[src/hdl/pc2d_pkg.sv]
package pc2d_pkg;

  // Widths that cover the whole supported parameter range.
  localparam int SLOT_W  = 4;   // line slot, kernel side up to 15
  localparam int COL_W   = 14;  // column address into one line, up to 16383
  localparam int CH_W    = 4;   // channel count up to 7
  localparam int HALF_W  = 3;
  localparam int SHIFT_W = 5;
  localparam int ACC_W   = 48;

  // Configuration register indexes.
  localparam logic [2:0] REG_HALF_SIZE    = 3'd0;
  localparam logic [2:0] REG_ROW_SIZE     = 3'd1;
  localparam logic [2:0] REG_CHANNELS     = 3'd2;
  localparam logic [2:0] REG_ROW_COUNT    = 3'd3;
  localparam logic [2:0] REG_RESULT_SHIFT = 3'd4;

  // Input item kinds.
  localparam logic FUNC_COEF  = 1'b0;
  localparam logic FUNC_PIXEL = 1'b1;

  // One classified item handed from the front to the back.
  typedef struct packed {
    logic               func;
    logic [6:0]         coef_index;
    logic [15:0]        value;
    logic               produce;
    logic               last;
    logic [SLOT_W-1:0]  wr_slot;
    logic [COL_W-1:0]   wr_col;
    logic [SLOT_W-1:0]  rd_slot;
    logic [COL_W-1:0]   rd_col;
    logic [SLOT_W-1:0]  side;
    logic [CH_W-1:0]    ch;
    logic [SHIFT_W-1:0] shift;
  } job_t;

  typedef enum logic [1:0] {
    S_IDLE,
    S_TAP,
    S_DRAIN,
    S_DONE
  } state_t;

endpackage

[src/hdl/pc2d_queue.sv]
module pc2d_queue (
  input  logic           clk,
  input  logic           rst_n,
  input  logic           push,
  input  pc2d_pkg::job_t push_data,
  output logic           full,
  input  logic           pop,
  output logic           avail,
  output pc2d_pkg::job_t pop_data
);
  import pc2d_pkg::*;

  job_t       mem_r [2];
  logic       wp_r, rp_r;
  logic [1:0] cnt_r;

  assign full     = (cnt_r == 2'd2);
  assign avail    = (cnt_r != 2'd0);
  assign pop_data = mem_r[rp_r];

  // Two-entry circular queue.
  always_ff @(posedge clk) begin
    if (!rst_n) begin
      wp_r  <= 1'b0;
      rp_r  <= 1'b0;
      cnt_r <= 2'd0;
    end else begin
      if (push) wp_r <= ~wp_r;
      if (pop)  rp_r <= ~rp_r;
      cnt_r <= cnt_r + 2'(push) - 2'(pop);
    end
  end

  always_ff @(posedge clk) begin
    if (push) mem_r[wp_r] <= push_data;
  end

endmodule

[config.mk]
export PLATFORM = sky130hd
export DESIGN_NAME = pc2d_queue
export DESIGN_NICKNAME = d
export VERILOG_FILES = /design/src/hdl/pc2d_pkg.sv /design/src/hdl/pc2d_queue.sv
export SDC_FILE = /design/constraint.sdc
export NUM_CORES = 1
export LEC_CHECK = 0
export BUFFER_PORTS_ARGS = -buffer_cell sky130_fd_sc_hd__clkbuf_2
export CAP_MARGIN = 20
export CORE_ASPECT_RATIO = 1.75
export CORE_UTILIZATION = 47
export CTS_CLUSTER_DIAMETER = 30
export CTS_CLUSTER_SIZE = 20
export DETAILED_ROUTE_END_ITERATION = 8
export PLACE_DENSITY = 0.77
export SYNTH_ARGS = -nofsm -noshare
export SYNTH_HDL_FRONTEND = slang
export SYNTH_SLANG_ARGS = --single-unit
[constraint.sdc]
create_clock -name clk -period 4.7 [get_ports clk]
set_clock_uncertainty 0.15 [all_clocks]
set_input_delay 0.47 -clock clk [delete_from_list [all_inputs] [get_ports clk]]
set_output_delay 0.47 -clock clk [all_outputs]
set_load 0.1 [all_outputs]
==> metrics, run 1 <==
status=completed; std cell rows=53; EDFF count, synth=150; port buffer count=~160; Crit Path Max Fanout=30; Synth Warn #=0; initial antenna violation count=0; grt total ovfl=0; vias in the first global route=~3000; # hold bufs at CTS=0; Hold Crit Class=input port to flip-flop; Slew @ Worst Pin=approximately 1.0 ns; met1 Track Usage GR=between 10% and 20%; met3 Use GR=approximately 4.2%; final wirelength=10.2 mm; TNS Setup=0 ns; Async SR Flop Fraction=0%; Fin Hold WS=about 0.10 ns; clock sinks=around 160; required time of the worst setup path=around 4.1 ns; final setup violating endpoints=0; # IOs=about 160; synth top area cells=edfxtp_1 77%, mux2_4 13%, mux2_2 4.8%; Yosys top cell by area=edfxtp_1; most common cell in the netlist=edfxtp_1; Final WS setup=between 1.5 and 2 ns; max-slew violation count=0; Routed wire per std cell=roughly 17 um; GR Util met2=29.4%; Max Freq=approximately 0.34 GHz; Distinct cells, synth=14; top post-synthesis cells by count=150 x edfxtp_1, 50 x mux2_4, 25 x mux2_2; largest net degree at the start of global routing=76; CP max stage cell=dfxtp_4; DR iter-0 viols=121; syn nets=335; routability cong.=around 0.75; Initial Utilization=48.4%; Most Used Layer, Global Route=met2; Syn Area/Cell=23.0 um^2; overall power=3.81 mW; CTS Root Cell=clkbuf_16; Die X=approximately 86 um; core area=12100 um^2; TritonCTS buffer count=17; Diodes inserted=0; WP data arrival=roughly 2.4 ns; Final Hold Viols=0; max incr delay on CP=between 0.6 and 0.7 ns; prevailing post-synth register cell=edfxtp_1; P_leak=around 3 nW; Post-CTS Resized=0; startpoint types=flip-flop; Yosys top cell area share=between 70% and 80%; Via density=4.82; P&R area growth vs syn=26.3%; Final Cycle Share=between 60% and 70%; via count=2893; total of max-cap violations=0; CTS tree=yes; H-tree depth=4; die area=around 13000 um^2; unrepaired setup endpoints after global routing=no; Max VDD drop=0.365 mV; first-pass GRT wire length=roughly 15 mm; clk slew on worst S/H paths=roughly 0.060 ns; cells after synthesis=roughly 250; Detail Route Antenna Nets=0; Seq/Total Area, Yosys=about four fifths; Cell Pwr Density=just over 500 nW/um^2; Post-CTS Setup Inserts=0; post-DP HPWL=~6.9 mm; Cell Area, Synth=between 5000 and 6000 um^2; Worst slew margin=between 30% and 40%; Die Y=between 100 and 150 um; CP Cell Sequence=buf_4, mux2_2, clkbuf_2; post-layout net count=504; Tot GR Track Use=~16%; setup slack at placement=around 2.1 ns; share of cells above drive strength 1=a little over 60%; clk_lat worst skew=around 0.40 ns; drt first pass iters=4; Yosys reg bits=approximately 160; DRC=0; Crit Path Category=flip-flop to primary output; Setup crit end kind=primary output; minimum clock period=between 2 and 3 ns; Max clock buf depth=2
-- sequential cells by signal (all words and copies together), names as in the netlist, named ones only --
signal	cells
mem_r	150
cnt_r	2
rp_r	1
wp_r	1
-- power by group --
group	total, mW	switching (mW)	internal (mW)
registers	1.63	0.0317	1.60
logic	0.824	0.646	0.178
clock network	1.35	0.517	0.834
-- metal layers --
metal | up-vias | wire length, um
met2 | 106 | 5790
li1 | 1343 | -
met5 | - | 0
met4 | 0 | 388
met1 | 1418 | 3580
met3 | 26 | 427
-- final cells by class --
class,instances,area (um^2)
Clock buffer,17,425
Inverter,2,7.51
Multi-Input combinational cell,89,1160
Clock inverter,14,170
Fill cell,921,4690
Tap cell,165,206
Sequential cell,155,4610
Timing Repair Buffer,158,798
-- final timing paths --
kind,from,end,slack (ns),depth (start not counted)
worst max register to register,wp_r,mem_r[0][32],2.53,2
worst min-delay path,push_data[31],mem_r[1][31],0.10,1
worst max-delay path,flip-flop,pop_data[16],1.73,3
worst min register to register,rp_r,flip-flop,0.43,2
-- per-stage QoR --
| stage | cell area, um^2 | util, % | std cells |
|---|---|---|---|
| floorplan | 5840 | - | 254 |
| global placement | 6780 | 56.2 | 569 |
| detailed placement | 6780 | 56.2 | 569 |
| CTS | 7380 | 61.1 | 600 |
| global route | 7380 | 61.1 | 600 |
| finish | 7380 | 61.1 | 600 |
-- kinds of logic after synthesis --
group	synth area share [%]
and+or+nand+nor	0.964
xor gates and xnor gates	0.535
DFF	78.8
buffers and inverters	1.46
muxes	17.7
AOI/OAI and AO/OA	0.129
adders and majority gates	0.428
-- layout by cell type, fill, tap and decap left out, types with 2 or more instances in the layout --
| cell type | synthesis | routed |
|---|---|---|
| dfxtp_1 | 5 | 4 |
| clkinv_4 | 0 | 2 |
| ha_1 | 2 | 2 |
| mux2_2 | 25 | 25 |
| clkinv_2 | 0 | 2 |
| buf_4 | 0 | 3 |
| and2_1 | 4 | 3 |
| mux2_4 | 50 | 50 |
| clkbuf_16 | 0 | 17 |
| clkbuf_2 | 0 | 155 |
| nor2b_1 | 4 | 3 |
| clkinvlp_4 | 0 | 3 |
| inv_1 | 2 | 2 |
| inv_6 | 0 | 3 |
| bufinv_16 | 0 | 3 |
| edfxtp_1 | 150 | 150 |
-- critical path: cells and delay by family, from the launching register on --
family / cells / cell delay, ns
DFF: 1 / 0.65
buffers and inverters: 2 / 0.89
muxes: 1 / 0.39
(Power assumes the default switching activity.)
==> run 2, diff against run 1 <==
- CORE_UTILIZATION: 47 -> 52
- PLACE_DENSITY: 0.77 -> 0.81
- clock period: 4.7 -> 2.9 ns (I/O delays scaled with it)
==> metrics, run 2 (synthesis gave the netlist of run 1 again) <==
CTS Root Cell=clkbuf_16; post-DP HPWL=between 6 and 7 mm; Seq pwr share=between 40% and 50%; Net Sw Frac=31.3%; commonest cells after routing, fill and taps aside=155 x clkbuf_2, 150 x edfxtp_1, 76 x dlygate4sd3_1; vias in the first global route=about 3400; minimum clock period=approximately 2.5 ns; Tot GR Track Use=between 20 and 25%; switching power=1.96 mW; largest net degree at the start of global routing=about 40; Die X=roughly 82 um; Die Y=about 140 um; final wirelength=~11 mm; clk slew on worst S/H paths=~0.06 ns; total of max-cap violations=0; FF-to-FF setup slack=1.18 ns; Final Cycle Share=about 87%; met3 Use GR=between 4 and 5%; Comb pwr share=a little under a quarter; GR Util met2=between 30 and 40%; Post-CTS Setup Inserts=0; worst r2r src=wp_r; first-pass GRT wire length=~16 mm; post-layout net count=582; Max clock buf depth=2; met1 Track Usage GR=19.5%; status=completed; Final Hold Viols=0; Cell Pwr Density=around 770 nW/um^2; final setup violating endpoints=0; grt total ovfl=0; Initial Utilization=between 50% and 60%; via count=between 3000 and 4000; Detail Route Antenna Nets=0; Hold Startpoint=push; routability cong.=~0.75; Crit Path Max Fanout=29; Reg2Reg Depth=2; required time of the worst setup path=about 2.5 ns; Routed wire per std cell=approximately 17 um; clk_lat worst skew=~0.4 ns; core area=~11000 um^2; worst hold path stage count=3; std cell rows=50; Worst R2R End=mem_r[1][1]; # IOs=156; WP data arrival=about 2.1 ns; Crit Path Category=flip-flop to primary output; Most Used Layer, Global Route=met2; post-route cell area=8160 um^2; TritonCTS buffer count=17; H-tree depth=4; Hold EP=wp_r; Largest register FFs=150; Int Power=approximately 4.3 mW; TNS Setup=0 ns; Fin Hold WS=0.0889 ns; Hold Crit Class=input port to flip-flop; port buffer count=roughly 160; Via density=approximately 5; Slew @ Worst Pin=between 0.5 and 0.6 ns; clock sinks=about 160; DRC=0; clock power share=34.9%; Max Freq=about 0.4 GHz; P_leak=between 3 and 4 nW; startpoint types=flip-flop; placed instance area=a little under 7000 um^2; fillers=between 600 and 700; most common cell after layout, fill and taps aside=clkbuf_2; share of cells above drive strength 1=a little over half; DR iter-0 viols=130; P&R area growth vs syn=39.6%; drt first pass iters=4; biggest regs=mem_r: 150 flops, cnt_r: 2 flops; die area=11700 um^2; Worst slew margin=around 62%; max-slew violation count=0; Biggest register=mem_r; Setup crit end kind=primary output; CTS tree=yes; Final Util=75.4%; initial antenna violation count=0; unrepaired setup endpoints after global routing=no; Max VDD drop=0.539 mV
-- run 2: changes by cell type in the layout (fill, tap and decap cells not counted) --
cell           before  now
clkinv_2            2    0
clkinvlp_4          3    5
buf_12              0    3
diode_2             0    2
inv_6               3    2
buf_4               3    2
clkinv_1            1    3
dlygate4sd3_1       0   76
-- run 2: worst max path at each step --
| stage | from | endpoint | slack, ns |
|---|---|---|---|
| 5_1_grt | flip-flop | pop_data[20] | 0.32 |
| 3_3_place_gp | flip-flop | pop_data[8] | 0.84 |
| 2_1_floorplan | wp_r | mem_r[0][0] | 0.03 |
| 6_report | flip-flop | pop_data[20] | 0.38 |
| 3_5_place_dp | flip-flop | pop_data[20] | 0.79 |
| 4_1_cts | flip-flop | pop_data[20] | 0.35 |
-- run 2: final cells by class --
cell class	instances	area, um^2	share of cell area (%)
well taps	130	163	1.99
multi-input cells	89	1160	14.3
flip-flops and latches	155	4610	56.5
clock inverters	15	174	2.13
diodes	2	5.00	0.0614
clock buffers	17	425	5.22
repair buffers	236	1610	19.8
inverters	2	7.51	0.0920
-- run 2: per-stage QoR --
step           setup WS, ns  total power [mW]  cells
2_1_floorplan        0.0337              3.84    254
3_3_place_gp          0.836              4.02    536
3_5_place_dp          0.787              4.05    536
4_1_cts               0.346              6.31    644
5_1_grt               0.323              6.44    644
6_report              0.378              6.27    646
-- run 2: routing by layer --
layer  part of all wire (%)  wire (um)  vias to the layer above
li1                       -          -                     1503
met1                     35       3910                     1578
met2                     57       6370                      126
met3                    4.4        491                       26
met4                    2.9        322                        0
met5                      0          0                        -
-- run 2: worst max-delay path, stage by stage, from the launching register on --
cell and delay, ns:
dfxtp_4 0.61, buf_12 0.28, mux2_2 0.37, clkbuf_2 0.38
-- run 2: timing repair --
action / in CTS / in global routing
hold endpoints to repair: 155 / 0
hold buffers: 76 / 0
resized for setup: 0 / 0
-- run 2: power groups by stage --
stage,Combinational (mW),Sequential (mW),Clock [mW]
after global routing,1.49,2.65,2.31
after global placement,1.34,2.68,0
after detailed placement,1.36,2.69,0
final,1.44,2.64,2.19
after CTS,1.45,2.64,2.22
after floorplan,1.17,2.66,0
