===== src/hdl/pc2d_pkg.sv =====
package pc2d_pkg;

  // Widths that cover the whole supported parameter range.
  localparam int SLOT_W  = 4;   // line slot, kernel side up to 15
  localparam int COL_W   = 14;  // column address into one line, up to 16383
  localparam int CH_W    = 4;   // channel count up to 7
  localparam int HALF_W  = 3;
  localparam int SHIFT_W = 5;
  localparam int ACC_W   = 48;

  // Configuration register indexes.
  localparam logic [2:0] REG_HALF_SIZE    = 3'd0;
  localparam logic [2:0] REG_ROW_SIZE     = 3'd1;
  localparam logic [2:0] REG_CHANNELS     = 3'd2;
  localparam logic [2:0] REG_ROW_COUNT    = 3'd3;
  localparam logic [2:0] REG_RESULT_SHIFT = 3'd4;

  // Input item kinds.
  localparam logic FUNC_COEF  = 1'b0;
  localparam logic FUNC_PIXEL = 1'b1;

  // One classified item handed from the front to the back.
  typedef struct packed {
    logic               func;
    logic [6:0]         coef_index;
    logic [15:0]        value;
    logic               produce;
    logic               last;
    logic [SLOT_W-1:0]  wr_slot;
    logic [COL_W-1:0]   wr_col;
    logic [SLOT_W-1:0]  rd_slot;
    logic [COL_W-1:0]   rd_col;
    logic [SLOT_W-1:0]  side;
    logic [CH_W-1:0]    ch;
    logic [SHIFT_W-1:0] shift;
  } job_t;

  typedef enum logic [1:0] {
    S_IDLE,
    S_TAP,
    S_DRAIN,
    S_DONE
  } state_t;

endpackage


===== src/hdl/pc2d_front.sv =====
module pc2d_front #(
  parameter int MAX_HALF_SIZE  = 4,
  parameter int MAX_PADDED_ROW = 2048,
  parameter int MAX_CHANNELS   = 4
) (
  input  logic              clk,
  input  logic              rst_n,
  input  logic              cfg_valid,
  input  logic [2:0]        cfg_index,
  input  logic [15:0]       cfg_data,
  input  logic              in_take,
  input  logic              in_func,
  input  logic [6:0]        in_coef_index,
  input  logic [15:0]       in_coef_value,
  input  logic [15:0]       in_pixel_value,
  output pc2d_pkg::job_t    job
);
  import pc2d_pkg::*;

  logic [2:0]  half_r;
  logic [11:0] row_size_r;
  logic [2:0]  ch_r;
  logic [15:0] row_count_r;
  logic [4:0]  shift_r;

  logic [12:0]       pc_r, pc_nxt;
  logic [16:0]       pr_r, pr_nxt;
  logic [COL_W-1:0]  pcm_r, pcm_nxt;
  logic [SLOT_W-1:0] slot_r, slot_nxt;

  logic [2:0]        h_e;
  logic [CH_W-1:0]   ch_e;
  logic [SLOT_W-1:0] side;
  logic [6:0]        span;
  logic [12:0]       prow;
  logic [16:0]       rows;
  logic [SLOT_W-1:0] slot_inc;
  logic              geo_wr;

  // Geometry with out-of-range values clamped.
  always_comb begin
    h_e  = (int'(half_r) > MAX_HALF_SIZE) ? 3'(MAX_HALF_SIZE) : half_r;
    if (ch_r == 3'd0) begin
      ch_e = CH_W'(1);
    end else if (int'(ch_r) > MAX_CHANNELS) begin
      ch_e = CH_W'(MAX_CHANNELS);
    end else begin
      ch_e = CH_W'(ch_r);
    end
    side = SLOT_W'({h_e, 1'b1});
    span = 7'(h_e) * 7'(ch_e) * 7'd2;
    prow = ((row_size_r == 12'd0) ? 13'd1 : 13'(row_size_r)) + 13'(span);
    rows = ((row_count_r == 16'd0) ? 17'd1 : 17'(row_count_r)) + 17'({h_e, 1'b0});
    slot_inc = (slot_r + SLOT_W'(1) == side) ? '0 : slot_r + SLOT_W'(1);
  end

  // Classification of the item at the current position.
  always_comb begin
    job.func       = in_func;
    job.coef_index = in_coef_index;
    job.value      = (in_func == FUNC_COEF) ? in_coef_value : in_pixel_value;
    job.produce    = (pr_r >= 17'({h_e, 1'b0})) && (pc_r >= 13'(span));
    job.last       = (pc_r + 13'd1 >= prow) && (pr_r + 17'd1 >= rows);
    job.wr_slot    = slot_r;
    job.wr_col     = pcm_r;
    job.rd_slot    = slot_inc;
    if (pcm_r >= COL_W'(span)) begin
      job.rd_col = pcm_r - COL_W'(span);
    end else begin
      job.rd_col = COL_W'(int'(pcm_r) + MAX_PADDED_ROW - int'(span));
    end
    job.side  = side;
    job.ch    = ch_e;
    job.shift = shift_r;
  end

  assign geo_wr = cfg_valid &&
                  (cfg_index inside {REG_HALF_SIZE, REG_ROW_SIZE, REG_CHANNELS, REG_ROW_COUNT});

  // Position counters advance on each pixel transaction and restart on a geometry register write.
  always_comb begin
    pc_nxt   = pc_r;
    pr_nxt   = pr_r;
    pcm_nxt  = pcm_r;
    slot_nxt = slot_r;
    if (geo_wr) begin
      pc_nxt   = '0;
      pr_nxt   = '0;
      pcm_nxt  = '0;
      slot_nxt = '0;
    end else if (in_take && in_func == FUNC_PIXEL) begin
      if (pc_r + 13'd1 >= prow) begin
        pc_nxt  = '0;
        pcm_nxt = '0;
        if (pr_r + 17'd1 >= rows) begin
          pr_nxt   = '0;
          slot_nxt = '0;
        end else begin
          pr_nxt   = pr_r + 17'd1;
          slot_nxt = slot_inc;
        end
      end else begin
        pc_nxt  = pc_r + 13'd1;
        pcm_nxt = (int'(pcm_r) + 1 == MAX_PADDED_ROW) ? '0 : pcm_r + COL_W'(1);
      end
    end
  end

  always_ff @(posedge clk) begin
    if (!rst_n) begin
      half_r      <= 3'd1;
      row_size_r  <= 12'd64;
      ch_r        <= 3'd1;
      row_count_r <= 16'd64;
      shift_r     <= 5'd14;
      pc_r        <= '0;
      pr_r        <= '0;
      pcm_r       <= '0;
      slot_r      <= '0;
    end else begin
      pc_r   <= pc_nxt;
      pr_r   <= pr_nxt;
      pcm_r  <= pcm_nxt;
      slot_r <= slot_nxt;
      if (cfg_valid) begin
        case (cfg_index)
          REG_HALF_SIZE:    half_r      <= cfg_data[2:0];
          REG_ROW_SIZE:     row_size_r  <= cfg_data[11:0];
          REG_CHANNELS:     ch_r        <= cfg_data[2:0];
          REG_ROW_COUNT:    row_count_r <= cfg_data;
          REG_RESULT_SHIFT: shift_r     <= cfg_data[4:0];
          default: ;
        endcase
      end
    end
  end

endmodule


===== config.mk =====
export PLATFORM = sky130hd
export DESIGN_NAME = pc2d_front
export DESIGN_NICKNAME = d
export VERILOG_FILES = /design/src/hdl/pc2d_pkg.sv /design/src/hdl/pc2d_front.sv
export SDC_FILE = /design/constraint.sdc
export NUM_CORES = 1
export LEC_CHECK = 0
export BUFFER_PORTS_ARGS = -buffer_cell sky130_fd_sc_hd__buf_2
export CELL_PAD_IN_SITES_DETAIL_PLACEMENT = 1
export CELL_PAD_IN_SITES_GLOBAL_PLACEMENT = 1
export CORE_MARGIN = 1.5
export CORE_UTILIZATION = 35
export CTS_CLUSTER_DIAMETER = 50
export CTS_CLUSTER_SIZE = 20
export DETAILED_ROUTE_END_ITERATION = 8
export MAX_ROUTING_LAYER = met4
export PLACE_DENSITY = 0.78
export SYNTH_ARGS = -nofsm -noshare
export SYNTH_HDL_FRONTEND = slang
export SYNTH_SLANG_ARGS = --single-unit

===== constraint.sdc =====
create_clock -name clk -period 9.55 [get_ports clk]
set_input_delay 1.91 -clock clk [delete_from_list [all_inputs] [get_ports clk]]
set_output_delay 1.91 -clock clk [all_outputs]
set_load 0.01 [all_outputs]

==> metrics.cfg, run 1 <==
[timing]
rsz0062_at_grt=no
hold_viol_final=0
finalSetupTns_ns=0
max-slew-margin-rel_pct=33.74
setup_ws_ns=2.073
period_needed_ns=7.477
fmaxAchievable_ghz=0.1337
tightestPinTransition_ns=0.9872
timing.final.crit_share_pct=78.29
slew_viol_final=0
finalSetupViolCount=0
fin_skew_ns=0.01308

[min_path]
hold_end=row_count_r[0]
min_path_cells=2
hold_path.class=flop to flop
min_from=row_count_r[0]

[die]
row_count=53
fp.dieH_um=149.3
core_sq_um=21020
initial_utilization_pct=35.63
die_area_sq_um=22290
die_w_um=149.3
num_io_pins=138

[critical_path]
endpoint_kind=output port
cpMaxStageDelayCell=fa_1
cp_max_fo=16
worst_r2r_endpoint=pr_r[12]
crit_chain=nor2b_1 > nand2_1 > fa_1 > inv_1 > ha_1 > inv_1 > fa_1 > inv_1 > ha_1 > o21ai_0 > nand2b_1 > a21o_1 > a21o_1 > nand3_1 > xor2_1 > ha_1 > o2111ai_1 > a21oi_1 > a211oi_2 > a21o_4 > nor2_1 > buf_2
r2r_setup_slack_ns=3.60
criticalPathCategory=flop to output port
arrival_ns=5.57
critPathMaxStageDelay_ns=0.64
cpLargestDelayFamily=adder cells
ff2ff_path_depth=24
path_buf_inv=4
crit_path_start_kind=flop
r2r_start=half_r[2]
worstPathRequired_ns=7.64

[placed_design]
dp_hpwl_um=17190
dpl_cell_area_sq_um=8192
post-place-ws_ns=2.419
place_congestion=0.8445
port_buffers=121

[drt]
wl_um=22490
vias=7106
drt_pass1_iterations=4
viasPerCell=5.396
drt_iter0_drc=353
drc_errors=0
wl_per_cell_um=17.07
ant_nets=0

[global_routing]
grt_pass1_wl_um=37120
track_usage_pct=21.30
grt_max_degree=51
grt_pass1_vias=7198
overflow=0
antenna_found_initial=0

[logic_synthesis]
synth.cell_area_sq_um=7490
ys_top_cells_by_area=dfxtp_1 (23%), ha_1 (14%), nand2_1 (7.0%)
ys.warnings.count=0
synth_most_common_cell=nand2_1
synth.distinct_cells=60
yosys.area.top_type=dfxtp_1
synth_top_area_share_pct=23.25
syn_nets=1121
synth-seq-area-share_pct=23.25
synthCells=963
ys_top_cells_by_count=nand2_1 (139), dfxtp_1 (87), ha_1 (85)
synth.avg_cell_area_sq_um=7.777
synth-seq-cells=87
ys_async_sr_fraction_pct=0
synth_ff_type=dfxtp_1
synth-edff-count=0

[clocking]
cts-buffers-inserted=9
clock_latency_ns=0.36
cts-root-buf=clkbuf_16
htreeDepth=3
cts_sinks=87
cts_setup_buffers=0
path_clk_slew_ns=0.07
clockBufferDepth=2
hold_buffers=0
tritoncts=yes
post_cts_resized=0

[cells_and_area]
nNetsFinal=1195
drive_gt1_share_pct=16.41
seq_area_sq_um=1742
design_area_sq_um=8524
n_antenna_cell=0
multiInputGateArea_sq_um=5301
syn2layout_area_growth_pct=13.82
fillers=2595

[job]
cap_viol_max_count=0

[outcome]
outcome=finished, final reports clean

[pwr]
ir_drop_uv=84.88
power.leakage_nw=3.577
power.density_nw_per_um2=106.5

-- cells by family after synthesis --
family                   Yosys count  share of synthesized area (%)
AND/OR/NAND/NOR                  376                          24.71
flip-flops                        87                          23.25
buffers and inverters            105                          5.964
XOR/XNOR                          74                          8.654
multiplexers                      26                          3.742
adder cells (fa/ha/maj)           95                          16.87
AO/OA/AOI/OAI                    198                          16.71
other                              2                         0.1003
-- layout by cell type, fill, tap and decap left out, types with 5 or more instances in the layout --
cell type	count
buf_4	6
nor4_1	13
ha_1	85
mux2_2	16
nand4_1	13
a21oi_1	67
dfxtp_1	87
inv_1	41
fa_1	10
clkbuf_16	9
or4_1	5
nor2_1	42
mux2i_1	10
a21boi_0	27
nor3_1	19
nand4b_1	5
and3_1	15
and2_1	8
nand2b_1	9
a31oi_1	7
xnor2_1	48
buf_2	121
o21ai_0	44
nor2b_1	16
nand3_1	66
a21o_1	10
xor2_1	26
nor3b_1	6
nand2_1	139
o21a_1	5
nand3b_1	5
-- sequential cells by signal (all words and copies together), names as in the netlist --
register     count
row_count_r     16
ch_r             3
pc_r            13
slot_r           4
pr_r            17
pcm_r           14
half_r           3
shift_r          5
row_size_r      12
-- stage by stage --
stage                     power (W)  util, %  hold WS [ns]  instances
after floorplan           0.0004654        -        0.4431        963
after global placement    0.0005095    38.97        0.4552       1301
after detailed placement  0.0005136    38.97        0.4700       1301
after CTS                 0.0009124    40.55        0.4799       1317
after global routing      0.0009395    40.55        0.5071       1317
final                     0.0009074    40.55        0.4748       1317
-- worst max path at each step --
stage,from,to,slack (ns),depth (start not counted)
floorplan,half_r[2],job[49],3.13,23
global placement,half_r[2],job[49],2.63,22
detailed placement,half_r[2],job[49],2.42,22
CTS,half_r[2],job[49],2.03,22
global route,half_r[2],job[49],1.71,22
finish,half_r[2],job[49],2.07,22
-- power by group --
part	internal (W)	total, W	switching, W	leakage (nW)
Clock	0.000245	0.000403	0.000159	0.159
Sequential	0.000367	0.000373	0.00000572	0.703
Combinational	0.0000555	0.000131	0.0000759	2.71
-- area by class of cell --
class | instances | share of cell area (%)
Multi-Input combinational cell | 771 | 62.19
Sequential cell | 87 | 20.43
Timing Repair Buffer | 127 | 7.632
Tap cell | 275 | 4.036
Clock buffer | 12 | 3.009
Inverter | 41 | 1.805
Clock inverter | 4 | 0.8953
-- per-layer routing --
| layer | up-vias | wire (um) | track usage, % | part of all wire, % |
|---|---|---|---|---|
| li1 | 3506 | - | - | - |
| met1 | 3455 | 10770 | 28.03 | 48 |
| met2 | 125 | 10540 | 34.33 | 47 |
| met3 | 20 | 789 | 2.416 | 3.5 |
| met4 | 0 | 394 | 6.238 | 1.8 |
| met5 | - | 0 | - | 0 |
-- worst min-delay path, cell delays in order, from the launching register on --
cell	delay [ns]
dfxtp_1	0.31
nand2_1	0.05
a21boi_0	0.06
Note: power is estimated with default switching activity, not from simulation.
==> run 2: changes to the inputs <==
- PLACE_DENSITY: 0.78 -> 0.81
- clock period: 9.55 -> 6.5 ns (I/O delays scaled with it)
==> run 2 against run 1 <==
  * Cell count barely moved
  * Clock skew fell by 0.0027 ns
  * Critical path depth rose by 1
  * Flip-flop and latch count did not move
  * Total power rose by 40%
  * Sequential share of layout area barely moved
  * Register-to-register slack got worse by 2.9 ns
  * Via count rose by 0.79%
  * Combinational power rose by 48%
  * Non-clock buffer count rose by 1
  * First-iteration DRC count fell by 21%
  * Critical endpoint unchanged
  * Largest power group is now registers
==> metrics.cfg, run 2 (synthesized netlist as in run 1, its figures left out) <==
[global_routing]
track_usage_pct=21.52  ; was 21.30%
grt_pass1_vias=7389  ; was 7198
grt_pass1_wl_um=37520  ; was 37120 um
grt_max_degree=51  ; unchanged
overflow=0  ; unchanged
antenna_found_initial=0  ; unchanged

[timing]
timing.final.crit_share_pct=95.33
worst_hold_slack_ns=0.4866  ; was 0.4748 ns
finalSetupTns_ns=0  ; unchanged
slew_viol_final=0  ; unchanged
tightestPinTransition_ns=0.9334  ; was 0.9872 ns
max-slew-margin-rel_pct=37.71  ; was 33.74%
hold_viol_final=0  ; unchanged
rsz0062_at_grt=no  ; unchanged
fin_skew_ns=0.01036  ; was 0.01308 ns
finalSetupViolCount=0  ; unchanged
period_needed_ns=6.197
fmaxAchievable_ghz=0.1614

[placed_design]
place_congestion=0.8460  ; was 0.8445
dp_hpwl_um=17440  ; was 17190 um
port_buffers=121  ; unchanged

[clocking]
clock_latency_ns=0.35  ; was 0.36 ns
clockBufferDepth=2  ; unchanged
cts-root-buf=clkbuf_16  ; unchanged
cts_sinks=87  ; unchanged
tritoncts=yes  ; unchanged
cts-buffers-inserted=9  ; unchanged
htreeDepth=3  ; unchanged
hold_buffers=0  ; unchanged
path_clk_slew_ns=0.06  ; was 0.07 ns

[cells_and_area]
layout_commonest_cell=nand2_1  ; unchanged
largest-register=pr_r  ; unchanged
syn2layout_area_growth_pct=13.80  ; was 13.82%
largest_reg_flops=17  ; unchanged
seq_area_sq_um=1744  ; was 1742 sq um
reg.largest.list=pr_r: 17 flops, row_count_r: 16 flops, pcm_r: 14 flops  ; unchanged
drive_gt1_share_pct=17.26  ; was 16.41%
fillers=2657  ; was 2595
n_antenna_cell=0  ; unchanged
multiInputGateArea_sq_um=5324  ; was 5301 sq um
most-common-layout-cells=nand2_1 (139), buf_2 (121), ha_1 (85), dfxtp_1 (85), nand3_1 (66)  ; was nand2_1 (139), buf_2 (121), dfxtp_1 (87)
nNetsFinal=1196  ; was 1195

[pwr]
ir_drop_uv=135.3  ; was 84.88 uV
internal_power_w=0.0009199  ; was 0.0006672 W
swShare_pct=27.74  ; was 26.47%
p_sw_w=0.0003531  ; was 0.0002402 W
power.leakage_nw=3.574  ; was 3.577 nW
pwr-share-clk_pct=41.7  ; was 44.5%
p_comb_share_pct=15.3  ; was 14.5%
pwr-share-seq_pct=43.1  ; was 41.1%
power.density_nw_per_um2=149.4  ; was 106.5 nW/um^2

[critical_path]
crit_path_start_kind=flop  ; unchanged
r2r_start=half_r[0]  ; was half_r[2]
worst_r2r_endpoint=pr_r[3]  ; was pr_r[12]
ff2ff_path_depth=24  ; unchanged
worstPathRequired_ns=5.20  ; was 7.64 ns
criticalPathCategory=flop to output port  ; unchanged
cp_max_fo=6  ; was 16
endpoint_kind=output port  ; unchanged
r2r_setup_slack_ns=0.67  ; was 3.60 ns
arrival_ns=4.90  ; was 5.57 ns

[die]
num_io_pins=138  ; unchanged
initial_utilization_pct=35.63  ; unchanged
die_w_um=149.3  ; unchanged
core_sq_um=21020  ; unchanged
row_count=53  ; unchanged
fp.dieH_um=149.3  ; unchanged
die_area_sq_um=22290  ; unchanged

[min_path]
min_path_cells=2  ; unchanged
min_from=shift_r[1]  ; was row_count_r[0]
hold_end=shift_r[1]  ; was row_count_r[0]
hold_path.class=flop to flop  ; unchanged

[drt]
ant_nets=0  ; unchanged
wl_per_cell_um=17.35  ; was 17.07 um
drc_errors=0  ; unchanged
wl_um=22870  ; was 22490 um
vias=7162  ; was 7106
drt_pass1_iterations=4  ; unchanged
viasPerCell=5.434  ; was 5.396
drt_iter0_drc=279  ; was 353

[outcome]
outcome=finished, final reports clean  ; unchanged

[job]
cap_viol_max_count=0  ; unchanged

run 2: area by class of cell:
cell class | instances | area share, %
multi-input combinational | 771 | 62.46
inverter | 41 | 1.806
timing repair buffer | 128 | 7.722
clock buffer | 9 | 2.642
tap | 275 | 4.037
sequential | 87 | 20.46
clock inverter | 7 | 0.8661
run 2: worst max-delay path by stage:
stage               from  endpoint  slack, ns  cells after the start
5_1_grt          ch_r[0]   job[49]      0.002                     23
2_1_floorplan  half_r[2]   job[49]       0.69                     23
3_3_place_gp     ch_r[2]  pr_r[12]       0.43                     23
3_5_place_dp   half_r[2]  pr_r[10]       0.15                     24
6_report       half_r[0]   job[49]       0.30                     23
4_1_cts          ch_r[2]  pr_r[10]      0.008                     23
run 2: critical path: stages (launching register included):
cell and delay, ns:
dfxtp_1 0.36, nor2b_2 0.15, buf_4 0.14, nand2_1 0.07, fa_1 0.44, inv_1 0.07
ha_1 0.16, inv_1 0.07, fa_2 0.59, inv_1 0.05, ha_1 0.32, o21ai_0 0.10
nand2b_1 0.11, a21o_1 0.19, a21o_1 0.22, nand3_1 0.11, xor2_1 0.17, ha_1 0.27
a21o_1 0.18, a21o_1 0.21, a211oi_4 0.21, a21o_4 0.15, nor2_1 0.04, buf_2 0.17
run 2: power groups by stage:
stage / Clock (W) / Sequential (W) / Combinational, W
2_1_floorplan: 0 / 0.000557 / 0.000127
5_1_grt: 0.000564 / 0.000549 / 0.000215
3_5_place_dp: 0 / 0.000560 / 0.000194
4_1_cts: 0.000541 / 0.000548 / 0.000196
6_report: 0.000531 / 0.000548 / 0.000194
3_3_place_gp: 0 / 0.000559 / 0.000189
run 2: per-stage QoR:
step	setup slack, ns	cell area, sq um	cells	util [%]	power (W)
final	0.3033	8523	1318	40.55	0.001273
after global routing	0.002081	8523	1318	40.55	0.001329
after CTS	0.008132	8492	1317	40.40	0.001285
after detailed placement	0.1528	8184	1300	38.93	0.0007541
after global placement	0.4328	8184	1300	38.93	0.0007482
after floorplan	0.6928	7490	963	-	0.0006838
run 2: what timing repair did:
action | in CTS | in global routing
cloned | 0 | 0
endpoints found under the setup margin | 5 | 22
hold endpoints to repair | 0 | 0
resized for setup | 1 | 7
setup buffers | 1 | 1
pin swaps | 0 | 1
run 2: layer usage:
metal / routed length [um] / track usage [%]
met2: 11150 / 36.09
met3: 746 / 2.477
met1: 10470 / 26.68
met5: 0 / -
met4: 497 / 7.525
